**config.mk**
```make
export PLATFORM = sky130hd
export DESIGN_NAME = i2c_register_access_master
export DESIGN_NICKNAME = d
export VERILOG_FILES = /design/src/hw/rtl/i2cram_pkg.sv /design/src/hw/rtl/i2c_register_access_master.sv /design/src/hw/rtl/i2cram_seq.sv
export VERILOG_INCLUDE_DIRS = /design/src /design/src/hw/rtl
export SDC_FILE = /design/constraint.sdc
export NUM_CORES = 1
export LEC_CHECK = 0
export BUFFER_PORTS_ARGS = -buffer_cell sky130_fd_sc_hd__buf_2
export CAP_MARGIN = 20
export CORE_ASPECT_RATIO = 0.7
export CORE_MARGIN = 3
export CORE_UTILIZATION = 55
export CTS_BUF_LIST = sky130_fd_sc_hd__clkbuf_8
export DETAILED_ROUTE_END_ITERATION = 12
export PLACE_DENSITY = 0.79
export SLEW_MARGIN = 10
export SYNTH_ARGS = -nofsm -noshare
export SYNTH_HDL_FRONTEND = slang
export SYNTH_HIERARCHICAL = 1
export SYNTH_SLANG_ARGS = --single-unit
```
**constraint.sdc**
```tcl
create_clock -name clk_i -period 3.05 [get_ports clk_i]
set_input_delay 0 -clock clk_i [delete_from_list [all_inputs] [get_ports clk_i]]
set_output_delay 0 -clock clk_i [all_outputs]
set_load 0.05 [all_outputs]
```
**src/hw/rtl/i2c_register_access_master_defines.svh**
```systemverilog
// ----------------------------------------------------------------------------
// i2c register access master assertion macros
// concurrent assertion forms used by i2cram_seq
// ----------------------------------------------------------------------------
`ifndef I2C_REGISTER_ACCESS_MASTER_DEFINES_SVH
`define I2C_REGISTER_ACCESS_MASTER_DEFINES_SVH

// checked outside reset
`define I2CRAM_ASSERT(lbl, prop, msg) \
  lbl: assert property (@(posedge clk_i) disable iff (!rst_ni) (prop)) else $error(msg);

// checked on every edge, reset included
`define I2CRAM_ASSERT_ALWAYS(lbl, prop, msg) \
  lbl: assert property (@(posedge clk_i) (prop)) else $error(msg);

`endif

```
**src/hw/rtl/i2cram_pkg.sv**
```systemverilog
// ----------------------------------------------------------------------------
// i2cram_pkg
// types and constants shared by the i2c register access master
// ----------------------------------------------------------------------------
`timescale 1ns / 1ps

package i2cram_pkg;

  localparam logic [9:0] PhaseTicksReset = 10'd20;

  typedef enum logic [3:0] {
    ST_IDLE      = 4'd0,
    ST_START     = 4'd1,
    ST_DEV_W     = 4'd2,
    ST_REG       = 4'd3,
    ST_DATA      = 4'd4,
    ST_RS_LOW    = 4'd5,
    ST_RS_HIGH   = 4'd6,
    ST_RS_START  = 4'd7,
    ST_DEV_R     = 4'd8,
    ST_READ      = 4'd9,
    ST_STOP_LOW  = 4'd10,
    ST_STOP_HIGH = 4'd11,
    ST_STOP_REL  = 4'd12
  } step_e;

  typedef struct packed {
    logic       req_valid;
    logic       req_type;
    logic [6:0] device_address;
    logic [7:0] register_address;
    logic [7:0] write_value;
    logic       sda_sample;
  } tick_t;

  typedef struct packed {
    logic       scl_level;
    logic       sda_release;
    logic       busy_res;
    logic       done_res;
    logic [7:0] read_value;
    logic       device_nak;
    logic       register_nak;
    logic       data_nak;
  } res_t;

endpackage

```
**src/hw/rtl/i2c_register_access_master.sv**
```systemverilog
// ----------------------------------------------------------------------------
// i2c_register_access_master
// i2c master for single register writes and reads, stepped one tick per item
// ----------------------------------------------------------------------------
// Every input transaction is one bus tick carrying a request and the sampled
// SDA level; it yields exactly one result with the SCL and SDA levels for
// that tick plus status. A tick is registered, stepped through the sequencer
// and lands in the output register, and a new tick is taken every clock as
// long as the output side keeps taking results. phase_ticks sets the ticks per
// SCL half period.
`timescale 1ns / 1ps

module i2c_register_access_master import i2cram_pkg::*; (
  input  logic       clk_i,
  input  logic       rst_ni,
  input  logic       cfg_we_i,
  input  logic [9:0] cfg_wdata_i,
  input  logic       in_valid_i,
  output logic       in_ready_o,
  input  logic       req_valid_i,
  input  logic       req_type_i,
  input  logic [6:0] device_address_i,
  input  logic [7:0] register_address_i,
  input  logic [7:0] write_value_i,
  input  logic       sda_sample_i,
  output logic       out_valid_o,
  input  logic       out_ready_i,
  output logic       scl_level_o,
  output logic       sda_release_o,
  output logic       busy_res_o,
  output logic       done_res_o,
  output logic [7:0] read_value_o,
  output logic       device_nak_o,
  output logic       register_nak_o,
  output logic       data_nak_o
);

  logic [9:0] phase_ticks_q;
  logic       s1_valid_q;
  tick_t      s1_tick_q;
  logic       out_valid_q;
  res_t       out_res_q;
  res_t       res;
  logic       adv;

  assign adv        = s1_valid_q && (!out_valid_q || out_ready_i);
  assign in_ready_o = !s1_valid_q || adv;

  always_ff @(posedge clk_i or negedge rst_ni) begin
    if (!rst_ni) begin
      phase_ticks_q <= PhaseTicksReset;
    end else if (cfg_we_i) begin
      phase_ticks_q <= cfg_wdata_i;
    end
  end

  always_ff @(posedge clk_i or negedge rst_ni) begin
    if (!rst_ni) begin
      s1_valid_q <= 1'b0;
    end else if (in_ready_o) begin
      s1_valid_q <= in_valid_i;
    end
  end

  always_ff @(posedge clk_i) begin
    if (in_valid_i && in_ready_o) begin
      s1_tick_q <= '{req_valid:        req_valid_i,
                     req_type:         req_type_i,
                     device_address:   device_address_i,
                     register_address: register_address_i,
                     write_value:      write_value_i,
                     sda_sample:       sda_sample_i};
    end
  end

  i2cram_seq u_seq (
    .clk_i         (clk_i),
    .rst_ni        (rst_ni),
    .adv_i         (adv),
    .tick_i        (s1_tick_q),
    .phase_ticks_i (phase_ticks_q),
    .res_o         (res)
  );

  always_ff @(posedge clk_i or negedge rst_ni) begin
    if (!rst_ni) begin
      out_valid_q <= 1'b0;
    end else if (!out_valid_q || out_ready_i) begin
      out_valid_q <= s1_valid_q;
    end
  end

  always_ff @(posedge clk_i) begin
    if (adv) begin
      out_res_q <= res;
    end
  end

  assign out_valid_o    = out_valid_q;
  assign scl_level_o    = out_res_q.scl_level;
  assign sda_release_o  = out_res_q.sda_release;
  assign busy_res_o     = out_res_q.busy_res;
  assign done_res_o     = out_res_q.done_res;
  assign read_value_o   = out_res_q.read_value;
  assign device_nak_o   = out_res_q.device_nak;
  assign register_nak_o = out_res_q.register_nak;
  assign data_nak_o     = out_res_q.data_nak;

endmodule

```
**src/hw/rtl/i2cram_seq.sv**
```systemverilog
// ----------------------------------------------------------------------------
// i2cram_seq
// bus sequencer: advances the i2c transaction by one tick per step
// ----------------------------------------------------------------------------
`timescale 1ns / 1ps
`include "i2c_register_access_master_defines.svh"

module i2cram_seq import i2cram_pkg::*; (
  input  logic       clk_i,
  input  logic       rst_ni,
  input  logic       adv_i,
  input  tick_t      tick_i,
  input  logic [9:0] phase_ticks_i,
  output res_t       res_o
);

  step_e       state_q, state_d;
  logic [9:0]  cnt_q, cnt_d;
  logic [3:0]  bit_q, bit_d;
  logic [7:0]  shift_q, shift_d;
  logic        hh_q, hh_d;
  logic [7:0]  rx_q, rx_d;
  logic [2:0]  ack_q, ack_d;
  logic        rd_q, rd_d;
  logic [6:0]  dev_q, dev_d;
  logic [7:0]  reg_q, reg_d;
  logic [7:0]  dat_q, dat_d;
  logic        done;
  logic        active;
  logic        byte_step;
  logic [9:0]  len;
  logic [10:0] cnt_inc;
  logic        phase_end;

  assign active    = state_q inside {[ST_START:ST_STOP_REL]};
  assign byte_step = state_q inside {ST_DEV_W, ST_REG, ST_DATA, ST_DEV_R, ST_READ};
  assign len       = (phase_ticks_i == 10'd0) ? 10'd1 : phase_ticks_i;
  assign cnt_inc   = {1'b0, cnt_q} + 11'd1;
  assign phase_end = cnt_inc >= {1'b0, len};

  // next state
  always_comb begin
    state_d = state_q;
    cnt_d   = cnt_q;
    bit_d   = bit_q;
    shift_d = shift_q;
    hh_d    = hh_q;
    rx_d    = rx_q;
    ack_d   = ack_q;
    rd_d    = rd_q;
    dev_d   = dev_q;
    reg_d   = reg_q;
    dat_d   = dat_q;
    done    = 1'b0;
    if (!active) begin
      state_d = ST_IDLE;
      if (tick_i.req_valid) begin
        rd_d    = tick_i.req_type;
        dev_d   = tick_i.device_address;
        reg_d   = tick_i.register_address;
        dat_d   = tick_i.write_value;
        ack_d   = 3'b000;
        cnt_d   = '0;
        bit_d   = '0;
        hh_d    = 1'b0;
        state_d = ST_START;
      end
    end else begin
      cnt_d = phase_end ? 10'd0 : cnt_inc[9:0];
      if (phase_end) begin
        if (byte_step) begin
          if (!hh_q) begin
            hh_d = 1'b1;
          end else begin
            hh_d = 1'b0;
            if (!bit_q[3]) begin
              shift_d = {shift_q[6:0], (state_q == ST_READ) & tick_i.sda_sample};
              bit_d   = bit_q + 4'd1;
            end else begin
              bit_d = '0;
              case (state_q)
                ST_DEV_W: begin
                  ack_d[2] = tick_i.sda_sample;
                  shift_d  = reg_q;
                  state_d  = ST_REG;
                end
                ST_REG: begin
                  ack_d[1] = tick_i.sda_sample;
                  if (rd_q) begin
                    state_d = ST_RS_LOW;
                  end else begin
                    shift_d = dat_q;
                    state_d = ST_DATA;
                  end
                end
                ST_DATA: begin
                  ack_d[0] = tick_i.sda_sample;
                  state_d  = ST_STOP_LOW;
                end
                ST_DEV_R: begin
                  ack_d[0] = tick_i.sda_sample;
                  shift_d  = 8'h00;
                  state_d  = ST_READ;
                end
                default: begin
                  rx_d    = shift_q;
                  state_d = ST_STOP_LOW;
                end
              endcase
            end
          end
        end else begin
          case (state_q)
            ST_START: begin
              shift_d = {dev_q, 1'b0};
              bit_d   = '0;
              hh_d    = 1'b0;
              state_d = ST_DEV_W;
            end
            ST_RS_LOW:  state_d = ST_RS_HIGH;
            ST_RS_HIGH: state_d = ST_RS_START;
            ST_RS_START: begin
              shift_d = {dev_q, 1'b1};
              bit_d   = '0;
              hh_d    = 1'b0;
              state_d = ST_DEV_R;
            end
            ST_STOP_LOW:  state_d = ST_STOP_HIGH;
            ST_STOP_HIGH: state_d = ST_STOP_REL;
            default: begin
              done    = 1'b1;
              state_d = ST_IDLE;
            end
          endcase
        end
      end
    end
  end

  // line levels and result
  always_comb begin
    res_o              = '0;
    res_o.scl_level    = 1'b1;
    res_o.sda_release  = 1'b1;
    res_o.busy_res     = 1'b1;
    case (state_q)
      ST_START:     res_o.sda_release = 1'b0;
      ST_RS_LOW:    res_o.scl_level   = 1'b0;
      ST_RS_HIGH:   res_o.sda_release = 1'b1;
      ST_RS_START:  res_o.sda_release = 1'b0;
      ST_STOP_LOW: begin
        res_o.scl_level   = 1'b0;
        res_o.sda_release = 1'b0;
      end
      ST_STOP_HIGH: res_o.sda_release = 1'b0;
      ST_STOP_REL:  res_o.sda_release = 1'b1;
      ST_DEV_W, ST_REG, ST_DATA, ST_DEV_R, ST_READ: begin
        res_o.scl_level   = hh_q;
        res_o.sda_release = (state_q == ST_READ) || bit_q[3] || shift_q[7];
      end
      default: res_o.busy_res = 1'b0;
    endcase
    res_o.done_res     = done;
    res_o.read_value   = rx_d;
    res_o.device_nak   = ack_d[2];
    res_o.register_nak = ack_d[1];
    res_o.data_nak     = ack_d[0];
  end

  always_ff @(posedge clk_i or negedge rst_ni) begin
    if (!rst_ni) begin
      state_q <= ST_IDLE;
      cnt_q   <= '0;
      bit_q   <= '0;
      shift_q <= '0;
      hh_q    <= 1'b0;
      rx_q    <= '0;
      ack_q   <= '0;
      rd_q    <= 1'b0;
      dev_q   <= '0;
      reg_q   <= '0;
      dat_q   <= '0;
    end else if (adv_i) begin
      state_q <= state_d;
      cnt_q   <= cnt_d;
      bit_q   <= bit_d;
      shift_q <= shift_d;
      hh_q    <= hh_d;
      rx_q    <= rx_d;
      ack_q   <= ack_d;
      rd_q    <= rd_d;
      dev_q   <= dev_d;
      reg_q   <= reg_d;
      dat_q   <= dat_d;
    end
  end

  `I2CRAM_ASSERT(a_done_to_idle, (adv_i && done) |=> (state_q == ST_IDLE), "done without idle")
  `I2CRAM_ASSERT_ALWAYS(a_bit_range, bit_q <= 4'd8, "bit count past nine slots")
  `I2CRAM_ASSERT_ALWAYS(a_half_in_byte, !hh_q || byte_step, "high half outside a byte")
  `I2CRAM_ASSERT_ALWAYS(a_idle_cnt, active || (cnt_q == 10'd0), "phase count left over in idle")

endmodule
```
* After elaboration in Yosys (flattened, before gate mapping) *
Index checks and enable logic that the tools add are counted.

cells by class
  add/subtract/negate cells = 2
  order comparisons = 3
  equality and inequality tests = 19
  mux-type cells = 51
  bitwise logic cells = 3
  reductions and logical operators = 28

operator list
  cell                                                                   count
  8-bit two-way mux                                                      10
  4-bit two-way mux                                                      12
  10-bit two-way mux                                                     4
  4-bit one-hot mux with 6 select lines                                  1
  8-bit one-hot mux with 3 select lines                                  1
  4-bit equality test, second input constant                             5
  3-bit two-way mux                                                      6
  4-bit by 3-bit equality test with 1-bit output, second input constant  4
  8-bit one-hot mux with 2 select lines                                  1
  1-bit two-way mux                                                      13
  4-bit one-hot mux with 3 select lines                                  1
  12-bit OR reduction                                                    1
  10-bit by 1-bit adder with 11-bit output, second input constant        1
  11-bit by 10-bit greater-or-equal comparator with 1-bit output         1
  10-bit logical NOT                                                     1
  4-bit by 2-bit equality test with 1-bit output, second input constant  2
  4-bit AND reduction                                                    2
  4-bit OR reduction                                                     2
  7-bit AND reduction                                                    1
  3-bit by 2-bit != test with 1-bit output, second input constant        2
  2-bit OR reduction                                                     3
  6-bit OR reduction                                                     1
  5-bit != test, second input constant                                   1
  5-bit AND reduction                                                    1
  other kinds (21)                                                       29

word-level totals
  register bits after elaboration = 115

* Longest topological paths before layout *
  depth after elaboration = 8
  gate-level depth with buffers = 12
  mapped depth without buffers = 11

* Hierarchy *
The synthesis kept the hierarchy.

by module, submodules not included
  module                      instances  cells an instance  area an instance (um^2)
  i2cram_seq                  1          396                3916.3
  i2c_register_access_master  1          70                 1734.2

* Least setup slack after synthesis *
Ideal clock, no wire load.

  path type = reg2reg
  from = register u_seq.cnt_q[0]
  to = register u_seq.shift_q[3]
  arrival = 2.885 ns
  data required time = 2.925 ns
  slack = 0.040 ns
  stages on the path, launching flop included = 13
  cells stage by stage = dfrtp_1 -> ha_1 -> and4_1 -> nand2_1 -> xnor2_1 -> ha_1 -> and4_1 -> o21ai_0 -> o211a_1 -> a2bb2oi_4 -> nor4bb_2 -> buf_6 -> mux2_4

on the way
  cells in the longest elaborated chain, start to end = 3

RTL lines
  item                                                            line               text
  start, declared                                                 i2cram_seq.sv:18   logic [9:0] cnt_q, cnt_d;
  start signal, assigned                                          i2cram_seq.sv:185  cnt_q <= cnt_d;
  10-bit by 1-bit adder with 11-bit output                        i2cram_seq.sv:38   assign cnt_inc = {1'b0, cnt_q} + 11'd1;
  11-bit by 10-bit greater-or-equal comparator with 1-bit output  i2cram_seq.sv:39   assign phase_end = cnt_inc >= {1'b0, len};
  7-bit AND reduction (no source line)                            --
  end signal, assigned                                            i2cram_seq.sv:187  shift_q <= shift_d;
  end, declared                                                   i2cram_seq.sv:20   logic [7:0] shift_q, shift_d;

No other way between the ends.
A chain may end at the register's enable or synchronous reset.

* Worst setup path after layout *
  from = register u_seq.cnt_q[0]
  to = register u_seq.shift_q[4]

Same word-level chain as after synthesis.

==> impl_metrics.tcl <==
set metrics [dict create \
    synth.avg_cell_area_um2 12.1 \
    cp_slowest_cell "dfrtp_1" \
    maxSlewHeadroom_pct 28.2 \
    nets 640 \
    numCtsBuffers 17 \
    synth_commonest_cells "dfrtp_1 (72), edfxtp_1 (41), nand2_1 (39), o21ai_0 (28), mux2_1 (24)" \
    synth_ff_type "dfrtp_1" \
    period_share_pct 99.3 \
    rr_worst_depth 13 \
    io_pins 58 \
    cp.arrival_ns 3.33 \
    insertion_delay_ns 0.43 \
    hold_path.startpoint "cfg_we_i" \
    drv_slew 0 \
    netlist_area_mm2 0.00565 \
    crit_top_cell "buf_4" \
    maxCapViolations 0 \
    crit_required_ns 3.36 \
    globalRouteOverflowTotal 0 \
    grt_pass1_wl_um 21700 \
    synth.top_cell.area_share_pct 31.9 \
    ys_warn_count 6 \
    wirelength_um 13400 \
    worstMarginPinSlew_ns 1.08 \
    stdcell_area_mm2 0.00698 \
    cellLeakagePower_nw 3.13 \
    fmax_mhz 330 \
    place_congestion 0.948 \
    end_kind "flip-flop" \
    rows 30 \
    grt_pass1_vias 4159 \
    power_density_mw_per_mm2 822 \
    finalSetupViolCount 0 \
    dp_hpwl_um 8610 \
    port_buffers 57 \
    min_delay_path_depth 2 \
    hold_viol 0 \
    grt_max_degree 75 \
    vias 4258 \
    clk_pin_slew_worst_paths_ns 0.07 \
    core_area_mm2 0.00983 \
    hold_path_class "in -> reg" \
    clock_path_buffers 2 \
    timing.rr.start "u_seq/cnt_q[0]" \
    status "completed" \
    worstSetupStartpointType "flip-flop" \
    synth_most_common_cell "dfrtp_1" \
    grt_use_total_pct 24.3 \
    h-tree-depth 4 \
    synth.distinct_cells 67 \
    ir_drop_mv 0.585 \
    drive_gt1_share_pct 27.4 \
    crit_path_max_incr_delay_ns 0.40 \
    viasPerCell 5.87 \
    place_area_mm2 0.00614 \
    ys_top_cells_by_area "dfrtp_1 (32%), edfxtp_1 (22%), mux2_4 (5.3%)" \
    yosysSeqAreaShare_pct 54.6 \
    yosys.area.top_type "dfrtp_1" \
    first_pass_iters 6 \
    area_delta_synth_final_pct 23.6 \
    critPathLaunch "u_seq/cnt_q[0]" \
    antenna_found_initial 0 \
    critPathKind "reg -> reg" \
    start_util_pct 57.5 \
    async_flop_share_pct 64.3 \
    cp_max_fo 7 \
    antenna_left 0 \
    diodes 0 \
    path_cells "buf_4 -> and3_1 -> and3_4 -> nand3_1 -> xnor2_2 -> ha_1 -> o21ai_0 -> nand2b_1 -> nand3_2 -> a2bb2oi_4 -> nor4bb_2 -> buf_4 -> mux2_4" \
    die_h_um 90.8 \
    drtIter0Drc 537 \
    drc_errors 0 \
    finalClockSkew_ns 0.00697 \
    ys_seq_elements 115 \
    period_needed_ns 3.03 \
    wl_per_cell_um 18.4 \
    die-area_mm2 0.0115 \
    rsz0062_at_grt "true" \
    synth_nets 519 \
    synth_edf_count 41 \
    fin_util_pct 71.0 \
    cts_num_sinks 115 \
    die_w_um 127 \
    synth_cells 466 \
    cts_tree "done" \
    root_buffer "clkbuf_8" \
]
metal layers:
layer	global-route usage (%)	vias up	part of all wire [%]	wire length, um
li1	-	1942	-	-
met1	35.6	2050	45	5980
met2	35.3	240	45	6030
met3	7.74	26	9.0	1210
met4	5.89	0	1.2	154
met5	0	-	0	0
repair_timing:
action                                 4_1_cts  5_1_grt
pin swaps                                    1        7
buffers inserted                             2        4
endpoints found under the hold margin      110        0
hold buffers                                40        0
resized for setup                            2       13
setup endpoints to repair                   15       23
critical path, delay by kind of cell (launching register included):
kind	cells	cell delay, ns
compound gates	2	0.25
xor+xnor	1	0.17
fa+ha+maj	1	0.28
buf+inv	2	0.39
flops	1	0.40
mux	1	0.31
simple gates	6	1.11
layout by cell type, fill, tap and decap left out, types with 6 or more instances in the layout:
master         count
dfrtp_1           72
nand2_1           38
mux2i_1           10
buf_4             29
buf_2             57
clkbuf_8          18
mux2_2             6
o22ai_1            7
nand2b_1           7
inv_1             26
dlygate4sd3_1     40
o21ai_0           27
nor2_1            14
edfxtp_1          41
nand3_1           12
mux2_1            24
a21oi_1           15
ha_1              11
mux2_4            20
o21ai_1           14
kinds of logic (layout without fill, tap and decap cells):
kind of cell | after synthesis | count (layout) | share of synthesized area [%]
compound gates | 108 | 108 | 13.4
xor+xnor | 10 | 10 | 1.55
fa+ha+maj | 12 | 12 | 2.66
buf+inv | 50 | 182 | 4.16
flops | 115 | 115 | 54.6
mux | 60 | 60 | 13.1
simple gates | 111 | 111 | 10.5
cell type report:
type	count	area (um2)
fill	642	2850
sequential	115	3090
clock inverter	12	77.6
timing repair buffer	128	930
tap	128	160
clock buffer	18	248
multi-input combinational	301	2390
inverter	24	92.6
report_power, final:
| group | total [mW] | internal [mW] | switching [mW] |
|---|---|---|---|
| clock network | 1.19 | 0.627 | 0.565 |
| registers | 2.31 | 1.98 | 0.335 |
| logic | 2.23 | 0.957 | 1.28 |
sequential cells by signal, indices dropped and copies added, names as in the netlist, 3 cells and up:
| name | cells |
|---|---|
| u_seq/rx_q | 8 |
| u_seq/dev_q | 7 |
| s1_tick_q | 26 |
| u_seq/reg_q | 8 |
| u_seq/dat_q | 8 |
| phase_ticks_q | 10 |
| u_seq/state_q | 4 |
| u_seq/bit_q | 4 |
| u_seq/cnt_q | 10 |
| u_seq/shift_q | 8 |
| u_seq/ack_q | 3 |
| read_value_o | 8 |
path summary, 6_finish.rpt:
check	to	slack, ns
max	u_seq/shift_q[4]	0.02
min	phase_ticks_q[0]	0.04
max reg2reg	u_seq/shift_q[4]	0.02
min reg2reg	u_seq/reg_q[0]	0.46
max in group asynchronous	phase_ticks_q[7]	2.09
min in group asynchronous	phase_ticks_q[8]	0.32
stage by stage:
step | total power, mW | TNS [ns] | cells | setup slack (ns) | hold WS (ns)
2_1_floorplan | 3.73 | 0 | 466 | 0.0403 | -0.296
3_3_place_gp | 4.27 | 0 | 650 | 0.0284 | 0.176
3_5_place_dp | 4.36 | -0.562 | 650 | -0.0636 | 0.178
4_1_cts | 5.64 | 0 | 722 | 0.00288 | 0.0157
5_1_grt | 6.06 | -1.09 | 726 | -0.127 | 0.0240
6_report | 5.74 | 0 | 726 | 0.0222 | 0.0437
Power figures use the tool's default switching activity.
